<file path="src/sv/msp_pkg.sv">
// Shared types, constants and a helper function of the 2x2 Smith predictor block.
package msp_pkg;

	localparam int MAX_DELAY_DEF    = 256;
	localparam int SIGNAL_WIDTH_DEF = 32;

	// Configuration register indexes.
	localparam int CFG_IDX_W = 3;
	localparam logic [CFG_IDX_W-1:0] CFG_GAINS      = 3'd0;
	localparam logic [CFG_IDX_W-1:0] CFG_ALPHAS     = 3'd1;
	localparam logic [CFG_IDX_W-1:0] CFG_DELAYS     = 3'd2;
	localparam logic [CFG_IDX_W-1:0] CFG_PROP       = 3'd3;
	localparam logic [CFG_IDX_W-1:0] CFG_INTEG      = 3'd4;
	localparam logic [CFG_IDX_W-1:0] CFG_LOWER      = 3'd5;
	localparam logic [CFG_IDX_W-1:0] CFG_UPPER      = 3'd6;
	localparam logic [CFG_IDX_W-1:0] CFG_DECOUPLE   = 3'd7;
	localparam int CFG_DATA_W = 64;

	localparam logic [15:0] ALPHA_ONE = 16'd32768;

	// Divider sizes: the decoupler numerator is a 49-bit difference scaled by 256,
	// plus half the divisor for rounding.
	localparam int DIV_NW = 58;
	localparam int DIV_DW = 33;
	localparam int DIV_CW = $clog2(DIV_NW);

	typedef struct packed {
		logic signed [31:0] setpoint_one;
		logic signed [31:0] setpoint_two;
		logic signed [31:0] measured_one;
		logic signed [31:0] measured_two;
	} in_item_t;

	typedef struct packed {
		logic signed [31:0] drive_one;
		logic signed [31:0] drive_two;
		logic               decoupler_bypassed;
	} out_item_t;

	typedef enum logic [4:0] {
		ST_CLEAR,
		ST_IDLE,
		ST_TGT_MUL,
		ST_TGT,
		ST_STEP_MUL,
		ST_STEP,
		ST_LINE,
		ST_LINE_RD,
		ST_ERR,
		ST_P_MUL,
		ST_P,
		ST_I_MUL,
		ST_I,
		ST_LIM,
		ST_DET_A,
		ST_DET_B,
		ST_DET_C,
		ST_NUM_A,
		ST_NUM_B,
		ST_NUM_C,
		ST_DIV_START,
		ST_DIV_WAIT,
		ST_FINISH
	} state_t;

	// Saturate to a signed value of w bits, returned sign-extended to 32 bits.
	function automatic logic signed [31:0] sat_sig(input logic signed [71:0] x,
			input int unsigned w);
		logic signed [71:0] hi;
		logic signed [71:0] lo;
		hi = (72'sd1 <<< (w - 1)) - 72'sd1;
		lo = -hi - 72'sd1;
		if (x > hi)
			return hi[31:0];
		else if (x < lo)
			return lo[31:0];
		else
			return x[31:0];
	endfunction

endpackage

</file>
<file path="src/sv/msp_div.sv">
// Restoring unsigned divider, one quotient bit per cycle.
module msp_div (
	input  logic                          clk,
	input  logic                          arst_n,
	input  logic                          start,
	input  logic [msp_pkg::DIV_NW-1:0]    dividend,
	input  logic [msp_pkg::DIV_DW-1:0]    divisor,
	output logic                          busy,
	output logic                          done,
	output logic [msp_pkg::DIV_NW-1:0]    quotient
);

	logic                         busy_q;
	logic                         done_q;
	logic [msp_pkg::DIV_CW-1:0]   cnt_q;
	logic [msp_pkg::DIV_NW-1:0]   quo_q;
	logic [msp_pkg::DIV_DW-1:0]   rem_q;
	logic [msp_pkg::DIV_DW-1:0]   dvs_q;
	logic [msp_pkg::DIV_DW:0]     rem_sh;
	logic                         ge;

	assign rem_sh = {rem_q, quo_q[msp_pkg::DIV_NW-1]};
	assign ge     = rem_sh >= {1'b0, dvs_q};

	always_ff @(posedge clk or negedge arst_n) begin
		if (!arst_n) begin
			busy_q <= 1'b0;
			done_q <= 1'b0;
			cnt_q  <= '0;
		end else begin
			done_q <= 1'b0;
			if (start) begin
				busy_q <= 1'b1;
				cnt_q  <= msp_pkg::DIV_CW'(msp_pkg::DIV_NW - 1);
			end else if (busy_q) begin
				cnt_q <= cnt_q - 1'b1;
				if (cnt_q == '0) begin
					busy_q <= 1'b0;
					done_q <= 1'b1;
				end
			end
		end
	end

	always_ff @(posedge clk) begin
		if (start) begin
			quo_q <= dividend;
			rem_q <= '0;
			dvs_q <= divisor;
		end else if (busy_q) begin
			quo_q <= {quo_q[msp_pkg::DIV_NW-2:0], ge};
			rem_q <= ge ? msp_pkg::DIV_DW'(rem_sh - {1'b0, dvs_q})
			            : rem_sh[msp_pkg::DIV_DW-1:0];
		end
	end

	assign busy     = busy_q;
	assign done     = done_q;
	assign quotient = quo_q;

endmodule

</file>
<file path="config.mk">
export PLATFORM = sky130hd
export DESIGN_NAME = msp_div
export DESIGN_NICKNAME = d
export VERILOG_FILES = /design/src/sv/msp_pkg.sv /design/src/sv/msp_div.sv
export SDC_FILE = /design/constraint.sdc
export NUM_CORES = 1
export LEC_CHECK = 0
export BUFFER_PORTS_ARGS = -buffer_cell sky130_fd_sc_hd__buf_2
export CAP_MARGIN = 20
export CORE_UTILIZATION = 26
export DETAILED_ROUTE_END_ITERATION = 10
export GPL_ROUTABILITY_DRIVEN = 0
export HOLD_SLACK_MARGIN = 0.15
export PLACE_DENSITY_LB_ADDON = 0.05
export SETUP_SLACK_MARGIN = 0.4
export SLEW_MARGIN = 20
export SYNTH_ARGS = -nofsm -noshare
export SYNTH_HDL_FRONTEND = slang
export SYNTH_SLANG_ARGS = --single-unit
</file>
<file path="constraint.sdc">
create_clock -name clk -period 8.7 [get_ports clk]
set_input_delay 1.74 -clock clk [delete_from_list [all_inputs] [get_ports clk]]
set_output_delay 1.74 -clock clk [all_outputs]
set_load 0.05 [all_outputs]
</file>
==> qor.txt, run 1 <==
Die Span X: 168 um
clk_lat worst skew: 430 ps
syn_area_per_cell: 10.9 um^2
postcts setup bufs: 0
NetSw: 1060 uW
CP Max Fanout: 34
met1 Use GR: 0.154
Synth Warn #: 0
Flop pwr share: 0.317
Global Route met2 Usage: 0.205
status: finished clean
met3 Track Usage GR: 0.0510
Starting Density: 0.266
Clock transition at path regs: 70 ps
RSZ-0062 raised after global routing: false
switching share of power: 0.382
vias in the first global route: 5,639
Hold Violations, Final: 0
Worst slew margin: 0.472
CTS tree: yes
root buffer cell: clkbuf_16
GRT busiest layer: met2
drt pass-1 iters: 4
Mapped Cells: 659
area of the core: 27,000 um^2
Worst Max-Slew Pin Slew: 792 ps
crit path time final: 3620 ps
Slew Limit Fails: 0
first-pass GRT wire length: 28.4 mm
top post-synthesis cells by area: edfxtp_1 (38%), dfxtp_1 (9.2%), mux2_2 (9.1%)
share of cells above drive strength 1: 0.314
top cell type's share of synthesized area: 0.380
Synth Flop Type: edfxtp_1
Seq. cell area: 3590 um^2
WL/cell: 15.1 um
Ant. Diodes: 0
initial DRC count: 250
clk_skew: 15.5 ps
clk sinks: 132
Req. time, crit path: 9060 ps
CP Capture Type: register
Tot GR Track Use: 0.127
P&R area growth vs syn: 23.5%
max_cap viols: 0
crit share post-route: 0.416
Cell Area, Synth: 7190 um^2
gr ovfl total: 0
Site Rows: 60
initial antenna violation count: 3
Vias: 5,368
drc violations: 0
Min-Delay Path Class: reg2reg
io pins: 154
Detailed Place HPWL: 12.2 mm
largest net degree at the start of global routing: 68
Pint: 1710 uW
Vias/cell: 4.63
number of synthesized flops with an enable pin: 91
VDD IR max: 140 uV
Die Ht: 168 um
Yosys reg bits: 132
hold buffers post-CTS: 0
crit path DAT: 3980 ps
PwrDens: 312 nW/um^2
NumNets Final: 935
Synth area leader: edfxtp_1
fill count: 2,801
ys async rst share: 0.0606
Peak Freq: 0.276 GHz
P_leak: 0.00374 uW
H-tree lvl count: 4
CTS Buf Count: 17
Startpoint Class: register
final count of negative-setup-slack endpoints: 0
final hold slack: 489 ps
Gate power share: 0.414
setup TNS: 0 ps
synth unique cells: 57
Synthesized Nets: 789
kind of critical path: reg2reg
post-route ant nets: 0
post-synthesis sequential area ratio: 0.500
post-CTS resize count: 0
final WL: 17.5 mm
Die Area: 28,300 um^2
clock buffer depth: 2
area of the multi-input gates: 3270 um^2
Clock power frac: 0.269
I/O Buffers: 153
## layout make-up
cell class,instances,share of cell area
Clock inverter,12,0.0178
Sequential cell,132,0.405
Clock buffer,20,0.0492
Timing Repair Buffer,158,0.0908
Inverter,47,0.0199
Tap cell,341,0.0481
Multi-Input combinational cell,449,0.369
## power by group through the flow
stage / sequential, uW / combinational (uW) / clock [uW]
final: 877 / 1150 / 743
after global routing: 893 / 1280 / 792
after CTS: 878 / 1160 / 770
after detailed placement: 887 / 1150 / 0
after global placement: 888 / 1160 / 0
after floorplan: 985 / 824 / 0
## sequential cells by signal (all words and copies together) (netlist names)
name / flops
busy: 1
cnt_q: 6
done: 1
dvs_q: 33
quotient: 58
rem_q: 33
## synthesized netlist by cell type, types with 2 or more instances
master and number:
a211o_1 2, a211oi_1 31, a21o_1 12, a21oi_1 48, a31o_2 2, a31oi_1 8
and2_1 2, and3_1 4, buf_1 2, buf_2 3, buf_4 2, buf_6 2
clkbuf_1 22, dfrtp_1 8, dfxtp_1 33, edfxtp_1 91, ha_1 35, inv_1 46
mux2_2 58, mux2i_1 19, nand2_1 45, nand2b_1 5, nand3_1 17, nand4_1 3
nor2_1 50, nor2b_1 4, nor3_1 7, nor3b_1 2, nor4_1 2, o211ai_1 4
o21a_1 3, o21ai_0 23, o21ai_1 7, o21bai_1 5, xnor2_1 19, xor2_1 12
## metal layers
metal / vias to the layer above / part of all wire
li1: 2707 / -
met1: 2516 / 0.46
met2: 122 / 0.46
met3: 19 / 0.067
met4: 4 / 0.012
met5: - / 0.0014
## critical path, cell delays in order (launching register included)
cell and delay (ps):
edfxtp_1 360, inv_1 50, ha_1 200, inv_1 70
fa_1 230, a211oi_1 130, o211ai_2 290, a31oi_2 170
o21ai_1 190, a21oi_2 70, o31ai_4 680, buf_4 530
nand2_1 90, or3b_1 370, a21oi_1 120
## kinds of logic after synthesis
group / Yosys count / share of synthesized area
buffers and inverters: 78 / 0.0444
adders and majority gates: 36 / 0.0637
AOI/OAI and AO/OA: 158 / 0.143
and+or+nand+nor: 147 / 0.0935
xor gates and xnor gates: 31 / 0.0378
muxes: 77 / 0.117
DFF: 132 / 0.500
## metrics by stage
stage	utilization	total power [uW]	setup slack, ps	cells	instance area, um^2
6_report	0.328	2770	5080	1159	8870
4_1_cts	0.328	2810	4990	1159	8870
3_3_place_gp	0.306	2050	4610	1127	8280
5_1_grt	0.328	2960	4740	1159	8870
3_5_place_dp	0.306	2040	4550	1127	8280
2_1_floorplan	-	1810	4820	659	7190
## layout by cell type, fill, tap and decap left out, types with 4 or more instances in the layout
cell type / synthesis / final
xnor2_1: 19 / 19
ha_1: 35 / 35
a21o_1: 12 / 12
xor2_1: 12 / 12
edfxtp_1: 91 / 91
buf_2: 3 / 152
dfxtp_1: 33 / 33
a31oi_1: 8 / 8
o21ai_1: 7 / 7
nand2_1: 45 / 45
clkbuf_16: 0 / 17
a21oi_1: 48 / 48
o21ai_0: 23 / 23
o21bai_1: 5 / 5
nand3_1: 17 / 17
mux2_2: 58 / 58
a211oi_1: 31 / 31
dfrtp_1: 8 / 7
clkinv_4: 0 / 4
nor2b_1: 4 / 4
buf_4: 2 / 6
and3_1: 4 / 4
nor2_1: 50 / 50
nor3_1: 7 / 7
mux2i_1: 19 / 19
nand2b_1: 5 / 5
inv_1: 46 / 45
o211ai_1: 4 / 4
## final timing paths
| kind | slack (ps) | cells after the start | to | startpoint |
|---|---|---|---|---|
| min reg2reg | 490 | 2 | rem_q[28] | rem_q[28] |
| min | 490 | 2 | rem_q[28] | rem_q[28] |
| min in group asynchronous | 1150 | 1 | done | arst_n |
| max | 5080 | 14 | rem_q[25] | quotient[57] |
| max reg2reg | 5080 | 14 | rem_q[25] | quotient[57] |
| max in group asynchronous | 7360 | 1 | busy | arst_n |
Power figures use the tool's default switching activity.
==> inputs of run 2 (changes only) <==
==> constraint.sdc (replaced) <==
create_clock -name clk -period 3.4 [get_ports clk]
set_input_delay 0.68 -clock clk [delete_from_list [all_inputs] [get_ports clk]]
set_output_delay 0.68 -clock clk [all_outputs]
set_load 0.05 [all_outputs]
==> run 2 against run 1 <==
Final area rose by 4.4%. Hold slack got worse by 58 ps. Cell count rose by 1.9%. Largest cell class unchanged. Setup slack got worse by 4600 ps. Count of clock-buffer cells in the layout fell by 2. Clock power rose to 2.6 times the previous value. Non-clock buffer count rose by 22. Via count rose by 1.8%. First-iteration DRC count fell by 17%. Fmax rose by 24%. Register-to-register slack got worse by 4600 ps. Sequential share of layout area fell by 1.7 points.
==> qor.txt, run 2 (synthesis gave the netlist of run 1 again) <==
status: finished clean
most frequent cells in the layout: buf_2 (152), edfxtp_1 (91), mux2_2 (58), nor2_1 (49), a21oi_1 (47)
first-pass GRT wire length: 28.8 mm (+1.6%)
Worst slew margin: 0.560 (+0.0878)
root buffer cell: clkbuf_16
Vias: 5,464 (+1.8%)
crit share post-route: 0.860 (+0.444)
Min-Delay Path Class: in2reg
final count of negative-setup-slack endpoints: 0 (unchanged)
CTS Buf Count: 17 (unchanged)
Core Util, Final: 0.343 (+0.0144)
crit path time final: 2920 ps (-695 ps)
area of the core: 27,000 um^2 (unchanged)
drt pass-1 iters: 4 (unchanged)
I/O Buffers: 153 (unchanged)
share of cells above drive strength 1: 0.358 (+0.0442)
final WL: 18.0 mm (+3.0%)
Worst Max-Slew Pin Slew: 660 ps (-132 ps)
clock buffer depth: 2 (unchanged)
final hold slack: 431 ps (-58.3 ps)
post-route ant nets: 0 (unchanged)
clk_skew: 19.3 ps (+3.82 ps)
kind of critical path: reg2reg
Hold Violations, Final: 0 (unchanged)
drc violations: 0 (unchanged)
setup TNS: 0 ps (unchanged)
CTS tree: yes
gr ovfl total: 0 (unchanged)
most common cell after layout, fill and taps aside: buf_2
r2r setup slk: 480 ps (-4600 ps)
Starting Density: 0.266 (unchanged)
Site Rows: 60 (unchanged)
placed instance count: 1,134 (+0.62%)
Die Area: 28,300 um^2 (unchanged)
vias in the first global route: 5,542 (-1.7%)
fill count: 2,775 (-0.93%)
Vias/cell: 4.63 (-0.11%)
Peak Freq: 0.342 GHz (+24%)
NumNets Final: 957 (+2.4%)
PwrDens: 826 nW/um^2 (+170%)
max reg flops: 58 (unchanged)
Ant. Diodes: 0 (unchanged)
Req. time, crit path: 3560 ps (-5500 ps)
CP Max Fanout: 7 (-79%)
clk_lat worst skew: 420 ps (about the same)
io pins: 154 (unchanged)
Tot GR Track Use: 0.129 (+0.00172)
Die Span X: 168 um (unchanged)
Detailed Place HPWL: 12.5 mm (+2.3%)
VDD IR max: 355 uV (+150%)
P_leak: 0.00390 uW (+4.3%)
P&R area growth vs syn: 28.8%
CP Capture Type: register
initial antenna violation count: 3 (unchanged)
WL/cell: 15.2 um (+1.1%)
Clock transition at path regs: 70 ps (about the same)
Die Ht: 168 um (unchanged)
max_cap viols: 0 (unchanged)
Startpoint Class: register
Slew Limit Fails: 0 (unchanged)
clk sinks: 132 (unchanged)
largest net degree at the start of global routing: 54 (-21%)
fin cells: 1,181 (+1.9%)
RSZ-0062 raised after global routing: true
initial DRC count: 207 (-17%)
crit path DAT: 3090 ps (-890 ps)
H-tree lvl count: 4 (unchanged)
run 2: cell count changes in the layout (fill, tap and decap cells not counted), sizes merged:
| cell | delta |
|---|---|
| buf | +19 |
| inv | +4 |
| clkinv | -2 |
| dlygate4sd3 | +1 |
run 2: area by class of cell:
class	instances	area [um^2]	area share
tap	341	427	0.0461
clock inverter	14	175	0.0189
clock buffer	18	429	0.0463
multi-input combinational	449	3400	0.367
inverter	47	176	0.0191
timing repair buffer	180	1060	0.114
sequential	132	3590	0.388
run 2: power by group:
part | internal, uW | switching (uW) | total [uW]
combinational | 1520 | 1950 | 3470
sequential | 2040 | 209 | 2250
clock | 1160 | 771 | 1940
total | 4730 | 2930 | 7650
run 2: per-stage QoR:
stage	cell area (um^2)	total power (uW)	setup WS, ps
final	9260	7650	477
after floorplan	7200	4650	406
after detailed placement	8380	5330	229
after global placement	8380	5360	291
after global routing	9260	8180	324
after CTS	9040	7410	410
run 2: critical path: stages, from the launching register on:
cell and delay [ps]:
edfxtp_1 400, inv_1 80, ha_2 180, inv_2 40, fa_2 360, a211oi_4 300
o211ai_4 150, a31oi_4 250, o21ai_2 70, a21oi_2 190, o31ai_4 90, buf_6 160
buf_12 140, mux2_2 260
run 2: layer usage:
metal	GRT usage	share of wire	wire length [um]
met4	0.0419	0.015	278
met5	0	0.0019	34
met3	0.0496	0.066	1200
met1	0.158	0.46	8200
met2	0.208	0.46	8290
run 2: what timing repair did:
action	CTS	global route
pin swaps	1	33
endpoints found under the hold margin	8	0
endpoints found under the setup margin	26	33
hold buffers	1	0
gates resized for setup	1	27
buffers inserted	5	7
cloned	0	2
run 2: path summary, 6_finish.rpt:
check | from | to | depth (start not counted)
hold reg to reg | rem_q[32] | rem_q[32] | 2
min in group asynchronous | arst_n | cnt_q[2] | 2
hold / removal | divisor[12] | dvs_q[12] | 1
max in group asynchronous | arst_n | busy | 2
setup reg to reg | quotient[57] | quotient[0] | 13
setup / recovery | quotient[57] | quotient[0] | 13
==> inputs of run 3 (changes only) <==
--- a/config.mk
+++ b/config.mk
@@ -7,7 +7,8 @@
 export LEC_CHECK = 0
 export BUFFER_PORTS_ARGS = -buffer_cell sky130_fd_sc_hd__buf_2
 export CAP_MARGIN = 20
-export CORE_UTILIZATION = 26
+export CORE_MARGIN = 5
+export CORE_UTILIZATION = 38
 export DETAILED_ROUTE_END_ITERATION = 10
 export GPL_ROUTABILITY_DRIVEN = 0
 export HOLD_SLACK_MARGIN = 0.15
==> run 3 against run 2 <==
First-iteration DRC count rose by 14%. Utilization is 14 points higher. Final area down 3.7%. Hold slack improved by 5.1 ps. Via count is 1.6% lower. Clock power is 4% higher. Die area down 23%. Routed wire length decreased by 8.1%. Sequential cell count did not move. Critical path type unchanged. Largest power group unchanged.
==> qor.txt, run 3 (synthesis gave the netlist of run 1 again) <==
Tot GR Track Use: 0.153 (+0.0241)
worst path cell trace: inv_1 -> ha_2 -> inv_1 -> fa_2 -> a211oi_4 -> o211ai_4 -> a31oi_1 -> a21oi_1 -> a211o_1 -> a21oi_2 -> xnor2_1 -> a21oi_1 -> a211oi_1
final count of negative-setup-slack endpoints: 0 (unchanged)
Die Ht: 148 um (-12%)
Detailed Place HPWL: 12.1 mm (-3.3%)
CP max-delay cell: fa_2
Pint: 4540 uW (-4.0%)
Hold Violations, Final: 0 (unchanged)
VDD IR max: 372 uV (+4.7%)
Slew Limit Fails: 0 (unchanged)
H-tree lvl count: 4 (unchanged)
post-route ant nets: 0 (unchanged)
drt pass-1 iters: 5 (+1)
Clock transition at path regs: 60 ps (about the same)
max reg flops: 58 (unchanged)
crit-path max cell delay: 400 ps (about the same)
io pins: 154 (unchanged)
PwrDens: 817 nW/um^2 (-1.2%)
clock buffer depth: 2 (unchanged)
Die Span X: 148 um (-12%)
DP Worst Slack: 452 ps (+223 ps)
largest net degree at the start of global routing: 44 (-19%)
Worst slew margin: 0.670 (+0.110)
Vias/cell: 5.07 (+9.6%)
P&R area growth vs syn: 24.0%
final WL: 16.5 mm (-8.1%)
CTS Buf Count: 17 (unchanged)
CP Capture Type: register
initial antenna violation count: 0 (-3)
Gate power share: 0.414 (-0.039)
NetSw: 2740 uW (-6.3%)
Worst Max-Slew Pin Slew: 496 ps (-164 ps)
final instance area: 8910 um^2 (-3.7%)
most common cell after layout, fill and taps aside: buf_2
crit path DAT: 3150 ps (+60 ps)
initial DRC count: 235 (+14%)
clk_skew: 9.63 ps (-9.67 ps)
Flop pwr share: 0.308 (+0.014)
vias in the first global route: 5,594 (+0.94%)
Starting Density: 0.386 (+0.120)
Cell Area, Placed: 8200 um^2 (-2.2%)
CP Max Fanout: 4 (-3)
WL/cell: 15.6 um (+2.4%)
Clock power frac: 0.278 (+0.025)
Startpoint Class: register
Die Area: 21,800 um^2 (-23%)
Buf/Inv on CP: 2 (-2)
Vias: 5,376 (-1.6%)
clk sinks: 132 (unchanged)
RSZ-0062 raised after global routing: true
I/O Buffers: 153 (unchanged)
switching share of power: 0.377 (-0.00578)
drc violations: 0 (unchanged)
gr ovfl total: 0 (unchanged)
Req. time, crit path: 3730 ps (+170 ps)
crit share post-route: 0.831 (-0.0288)
PnR worst setup slack: 575 ps (+98.1 ps)
kind of critical path: reg2reg
most frequent cells in the layout: buf_2 (152), edfxtp_1 (91), mux2_2 (58), nor2_1 (50), a21oi_1 (47)
Peak Freq: 0.354 GHz (+3.5%)
P_leak: 0.00381 uW (-2.2%)
max_cap viols: 0 (unchanged)
NumNets Final: 942 (-1.6%)
Top delay family on crit path: compound AO/OA/AOI/OAI gates
Min-Delay Path Class: in2reg
status: finished clean
Site Rows: 50 (-17%)
CTS tree: yes
first-pass GRT wire length: 27.5 mm (-4.4%)
setup TNS: 0 ps (unchanged)
clk_lat worst skew: 410 ps (about the same)
area of the core: 18,600 um^2 (-31%)
share of cells above drive strength 1: 0.330 (-0.0286)
crit path time final: 2830 ps (-98.1 ps)
root buffer cell: clkbuf_16
run 3: final cells by class:
type	count	area, um^2
Timing Repair Buffer	165	881
Clock inverter	15	218
Clock buffer	17	425
Fill cell	1793	9730
Inverter	47	176
Sequential cell	132	3590
Multi-Input combinational cell	449	3320
Antenna cell	1	2.50
Tap cell	234	293
run 3: final timing paths:
path                              startpoint         to  slack [ps]  cells past startpoint
worst max-delay path            quotient[57]  rem_q[28]         570                     13
worst min-delay path              divisor[2]   dvs_q[2]         440                      1
worst max register to register  quotient[57]  rem_q[28]         570                     13
worst min register to register     rem_q[32]  rem_q[32]         480                      2
max in group asynchronous             arst_n       busy        2560                      2
min in group asynchronous             arst_n       done         660                      2
run 3: power groups by stage:
| stage | sequential (uW) | clock, uW | combinational, uW |
|---|---|---|---|
| 2_1_floorplan | 2520 | 0 | 2130 |
| 3_3_place_gp | 2270 | 0 | 2930 |
| 3_5_place_dp | 2270 | 0 | 2930 |
| 4_1_cts | 2240 | 2080 | 2950 |
| 5_1_grt | 2280 | 2150 | 3350 |
| 6_report | 2240 | 2020 | 3010 |
run 3: layer usage:
layer	wire length, um	vias to the layer above	GRT usage
li1	-	2714	-
met1	7540	2507	0.191
met2	7500	137	0.245
met3	1290	18	0.0674
met4	214	0	0.0396
met5	0	-	0
run 3: through the flow:
step,utilization,cells,hold slack (ps),power [uW]
2_1_floorplan,-,659,384,4650
3_3_place_gp,0.440,1024,454,5190
3_5_place_dp,0.440,1024,455,5200
4_1_cts,0.475,1057,416,7270
5_1_grt,0.478,1059,419,7790
6_report,0.478,1060,436,7280
run 3: timing repair:
action	4_1_cts	5_1_grt
endpoints found under the hold margin	8	0
setup buffers	0	2
setup endpoints to repair	0	31
resized for setup	0	8
hold buffers	1	0
run 3: worst reg2reg max path, cell delays in order, from the launching register on:
cell      delay (ps)
edfxtp_1         390
inv_1             70
ha_2             170
inv_1             60
fa_2             400
a211oi_4         270
o211ai_4         120
a31oi_1          180
a21oi_1          160
a211o_1          350
a21oi_2          170
xnor2_1          130
a21oi_1           80
a211oi_1         170
